===== config.mk =====
export PLATFORM = sky130hd
export DESIGN_NAME = fgbs_ctrl
export DESIGN_NICKNAME = d
export VERILOG_FILES = /design/src/rtl/first_gap_binary_search_macros.svh /design/src/rtl/fgbs_pkg.sv /design/src/rtl/fgbs_ctrl.sv
export SDC_FILE = /design/constraint.sdc
export NUM_CORES = 1
export LEC_CHECK = 0
export BUFFER_PORTS_ARGS = -buffer_cell sky130_fd_sc_hd__buf_2
export CORE_AREA = 2 2 39 41
export DETAILED_ROUTE_END_ITERATION = 8
export DIE_AREA = 0 0 41 43
export GPL_ROUTABILITY_DRIVEN = 0
export PLACE_DENSITY = 0.46
export SLEW_MARGIN = 20
export SYNTH_ARGS = -nofsm -noshare
export SYNTH_HDL_FRONTEND = slang
export SYNTH_SLANG_ARGS = --single-unit

===== constraint.sdc =====
create_clock -name i_clk -period 1.1 [get_ports i_clk]
set_input_delay 0 -clock i_clk [delete_from_list [all_inputs] [get_ports i_clk]]
set_output_delay 0 -clock i_clk [all_outputs]
set_load 0.05 [all_outputs]

===== src/rtl/first_gap_binary_search_macros.svh =====
// ----------------------------------------------------------------------------
// first_gap_binary_search_macros.svh
// Assertion macros shared by the first-gap search RTL.
// ----------------------------------------------------------------------------
`ifndef FIRST_GAP_BINARY_SEARCH_MACROS_SVH
`define FIRST_GAP_BINARY_SEARCH_MACROS_SVH

`ifndef SYNTHESIS
// Same-cycle implication, disabled while reset is asserted.
`define FGBS_ASSERT_SAME(label, clk, rst_n, ante, cons) \
    label: assert property (@(posedge clk) disable iff (!(rst_n)) (ante) |-> (cons)) \
        else $error("fgbs assertion failed");
// Next-cycle implication, disabled while reset is asserted.
`define FGBS_ASSERT_NEXT(label, clk, rst_n, ante, cons) \
    label: assert property (@(posedge clk) disable iff (!(rst_n)) (ante) |=> (cons)) \
        else $error("fgbs assertion failed");
`else
`define FGBS_ASSERT_SAME(label, clk, rst_n, ante, cons)
`define FGBS_ASSERT_NEXT(label, clk, rst_n, ante, cons)
`endif

`endif


===== src/rtl/fgbs_pkg.sv =====
// ----------------------------------------------------------------------------
// fgbs_pkg
// Shared constants and controller/datapath handshake types.
// ----------------------------------------------------------------------------
`default_nettype none

package fgbs_pkg;

    localparam int unsigned FGBS_DEPTH       = 1024;
    localparam int unsigned FGBS_VALUE_WIDTH = 32;

    // Commands from controller to datapath.
    typedef struct packed {
        logic load;    // accepted input beat: store element
        logic start;   // beat closed the set: set up search bounds
        logic step;    // apply one halving decision
        logic finish;  // capture result, clear set
    } t_cmd;

    // Status from datapath to controller.
    typedef struct packed {
        logic last_step;  // bounds span at most one entry
    } t_status;

endpackage

`default_nettype wire


===== src/rtl/fgbs_ctrl.sv =====
// ----------------------------------------------------------------------------
// fgbs_ctrl
// Load/search sequencer and result-valid flag.
// ----------------------------------------------------------------------------
`default_nettype none

module fgbs_ctrl (
    input  wire                i_clk,
    input  wire                i_rst_n,
    input  wire                i_in_valid,
    input  wire                i_in_last,
    output logic               o_in_ready,
    output logic               o_out_valid,
    input  wire                i_out_ready,
    input  wire fgbs_pkg::t_status i_status,
    output fgbs_pkg::t_cmd     o_cmd
);
    import fgbs_pkg::*;

    typedef enum logic [2:0] {
        S_LOAD  = 3'b001,
        S_ISSUE = 3'b010,   // read addresses settle, data lands next cycle
        S_EVAL  = 3'b100    // decide on read data
    } t_state;

    t_state r_state, n_state;
    logic   r_out_valid, n_out_valid;
    logic   out_free;

    assign out_free = !r_out_valid || i_out_ready;

    always_comb begin
        n_state     = r_state;
        o_cmd       = '0;
        o_in_ready  = 1'b0;
        n_out_valid = r_out_valid && !i_out_ready;
        unique case (r_state)
            S_LOAD: begin
                o_in_ready = 1'b1;
                if (i_in_valid) begin
                    o_cmd.load = 1'b1;
                    if (i_in_last) begin
                        o_cmd.start = 1'b1;
                        n_state     = S_ISSUE;
                    end
                end
            end
            S_ISSUE: begin
                n_state = S_EVAL;
            end
            S_EVAL: begin
                if (!i_status.last_step) begin
                    o_cmd.step = 1'b1;
                    n_state    = S_ISSUE;
                end else if (out_free) begin
                    o_cmd.finish = 1'b1;
                    n_out_valid  = 1'b1;
                    n_state      = S_LOAD;
                end
            end
            default: begin
                n_state = S_LOAD;
            end
        endcase
    end

    always_ff @(posedge i_clk) begin
        if (!i_rst_n) begin
            r_state     <= S_LOAD;
            r_out_valid <= 1'b0;
        end else begin
            r_state     <= n_state;
            r_out_valid <= n_out_valid;
        end
    end

    assign o_out_valid = r_out_valid;

endmodule

`default_nettype wire


==> results.json <==
{
  "crit_chain": "buf_6, nor3b_4, and3_4, buf_8",
  "worst_pin_slew_ns": 0.249,
  "drt_pass1_iterations": 2,
  "synth-seq-area-share_pct": 37.2,
  "yosys-top-cells-count": "dfxtp_1 (4), nor3b_1 (2), or2b_1 (2)",
  "fp.dieW_um": 41,
  "grtUsageMet2_pct": 8.44,
  "wl_per_cell_um": 9.75,
  "synth_cells": 23,
  "cts_buffers": 3,
  "power_density_mw_per_mm2": 969,
  "final_cells": 57,
  "core-area_mm2": 0.00138,
  "hold_class": "in -> reg",
  "clk_latency_ns": 0.23,
  "yosys_warnings": 0,
  "p_leak_uw": 0.000173,
  "min_period_ns": 1.21,
  "max_stage_delay_ns": 0.34,
  "critical_path_class": "reg -> out",
  "slowest_stage": "dfxtp_4",
  "io_buffers": 11,
  "grt.busiest_layer": "met1",
  "power.total_uw": 435,
  "drt-vias-per-instance": 4.18,
  "status": "finished with violations",
  "skew_ns": 0.00457,
  "synth_area_per_cell_um2": 9.36,
  "preCtsSetupSlack_ns": -0.0495,
  "max_slew_margin_pct": 83.5,
  "drt_iter0_drc": 2,
  "clkTransAtPathRegs_ns": 0.04,
  "yosysMostFrequentCell": "dfxtp_1",
  "cp_max_fo": 3,
  "dieArea_mm2": 0.00176,
  "ys_seq_elements": 4,
  "hold_viol_final": 0,
  "hold_slack_ns": 0.0833,
  "critPathTopFamily": "simple AND/OR/NAND/NOR gates",
  "grtUsageMet3_pct": 1.57,
  "cp_num_buf_inv": 2,
  "antennaDiodeCount": 0,
  "num_vias": 238,
  "synth_edf_count": 0,
  "fin_util_pct": 32.5,
  "overflow": 0,
  "peakVddDrop_mv": 0.403,
  "areaGrowthSynthToFinish_pct": 109,
  "setup_ws_ns": -0.107,
  "synthFlopType": "dfxtp_1",
  "violations": "setup timing",
  "h-tree-depth": 1,
  "antenna_found_initial": 0,
  "async_reset_ff_share_pct": 0,
  "drt-total-wl_um": 556,
  "synth_top_cell_by_area": "dfxtp_1",
  "num_rows": 14,
  "synth_top_area_share_pct": 37.2,
  "met1_usage_pct": 9.65,
  "grt_max_degree": 7,
  "ys_types": 18,
  "ant_nets": 0,
  "grt_pass1_vias": 220,
  "cts_tree": "yes",
  "post-route-period-util_pct": 110,
  "final_nets": 49,
  "place_inst": 53,
  "finalSetupViolCount": 6,
  "cp-end-kind": "output pin",
  "grt_pass1_wl_um": 814,
  "cap_viol_max_count": 0,
  "cp-start-kind": "register",
  "fmax_ghz": 0.829,
  "required_ns": 1.10,
  "postCtsSetupBuffers": 0,
  "cts_root_buf": "clkbuf_4",
  "post_route_cells_drive_above_1_share_pct": 73.2,
  "arrival_ns": 1.21,
  "track_usage_pct": 7.23,
  "dp_hpwl_um": 457,
  "syn_nets": 29,
  "clock_path_buffers": 2,
  "synthesis.area_um2": 215,
  "die_height_um": 43,
  "io_pins": 12,
  "drc_errors": 0,
  "slew_violations": 0,
  "start_util_pct": 15.6,
  "synth_area_leaders": "dfxtp_1 (37%), nor3b_1 (7.0%), or2b_1 (7.0%)",
  "rsz0062_at_grt": "true",
  "cts_sinks": 4
}
-- power breakdown --
| part | switching, µW | total [µW] | internal, µW | leakage (µW) |
|---|---|---|---|---|
| Clock | 59.9 | 182 | 122 | 0.0000138 |
| Sequential | 6.37 | 150 | 144 | 0.0000345 |
| Combinational | 54.4 | 103 | 48.9 | 0.000125 |
-- worst register-to-register path: cells and delay by family (launching register included) --
family	cells	cell delay, ns
flops	1	0.34
compound gates	2	0.31
simple gates	1	0.40
-- routing by layer --
metal,wire [µm],vias to the layer above
met5,0,-
met4,0,0
met3,38,0
met2,264,9
met1,253,108
li1,-,121
-- stage by stage --
step                instance area (µm²)  TNS (ns)
floorplan                           272    -0.556
global placement                    369  -0.00670
detailed placement                  369   -0.0495
CTS                                 449    -0.497
global route                        449    -0.792
finish                              449    -0.393
-- cell usage in the layout (no fill, tap or decap), drive strengths merged --
cell type    Yosys  layout
dlygate4sd3      0       1
nor3b            2       2
a31oi            1       1
nor2             1       1
and3             1       1
and2b            1       1
nand2            1       1
nor4             1       1
buf              0      14
dfxtp            4       4
a21oi            1       1
nor3             1       1
or3b             1       1
nor2b            2       2
or2b             2       2
o21ba            1       1
o21a             1       1
clkbuf           0       3
nand4b           1       1
and2             1       1
-- registers in the layout, indices dropped and copies added, names as in the netlist --
signal       count
o_out_valid      1
r_state          3
-- worst paths after layout --
kind	endpoint	depth (start not counted)	slack (ns)	start
setup / recovery	o_cmd[2]	4	-0.11	r_state[0]$_SDFFE_PN1P_
hold / removal	r_state[1]$_SDFFE_PN0P_	3	0.08	i_in_last
setup reg to reg	r_state[0]$_SDFFE_PN1P_	3	-0.05	r_state[0]$_SDFFE_PN1P_
hold reg to reg	r_state[1]$_SDFFE_PN0P_	2	0.56	r_state[0]$_SDFFE_PN1P_
-- cell type report --
type	instances	area [µm²]
Fill cell	155	935
Multi-Input combinational cell	19	186
Timing Repair Buffer	15	128
Sequential cell	4	92.6
Clock buffer	3	22.5
Tap cell	16	20.0
-- what timing repair did --
action	4_1_cts	5_1_grt
hold buffers	1	0
resized for setup	14	0
setup endpoints to repair	6	6
pin swaps	1	0
endpoints found under the hold margin	1	0
-- cell families after synthesis --
logic type	synth area share (%)
and+or+nand+nor	47.7
AOI/OAI and AO/OA	15.1
DFF	37.2
(Power assumes the default switching activity.)
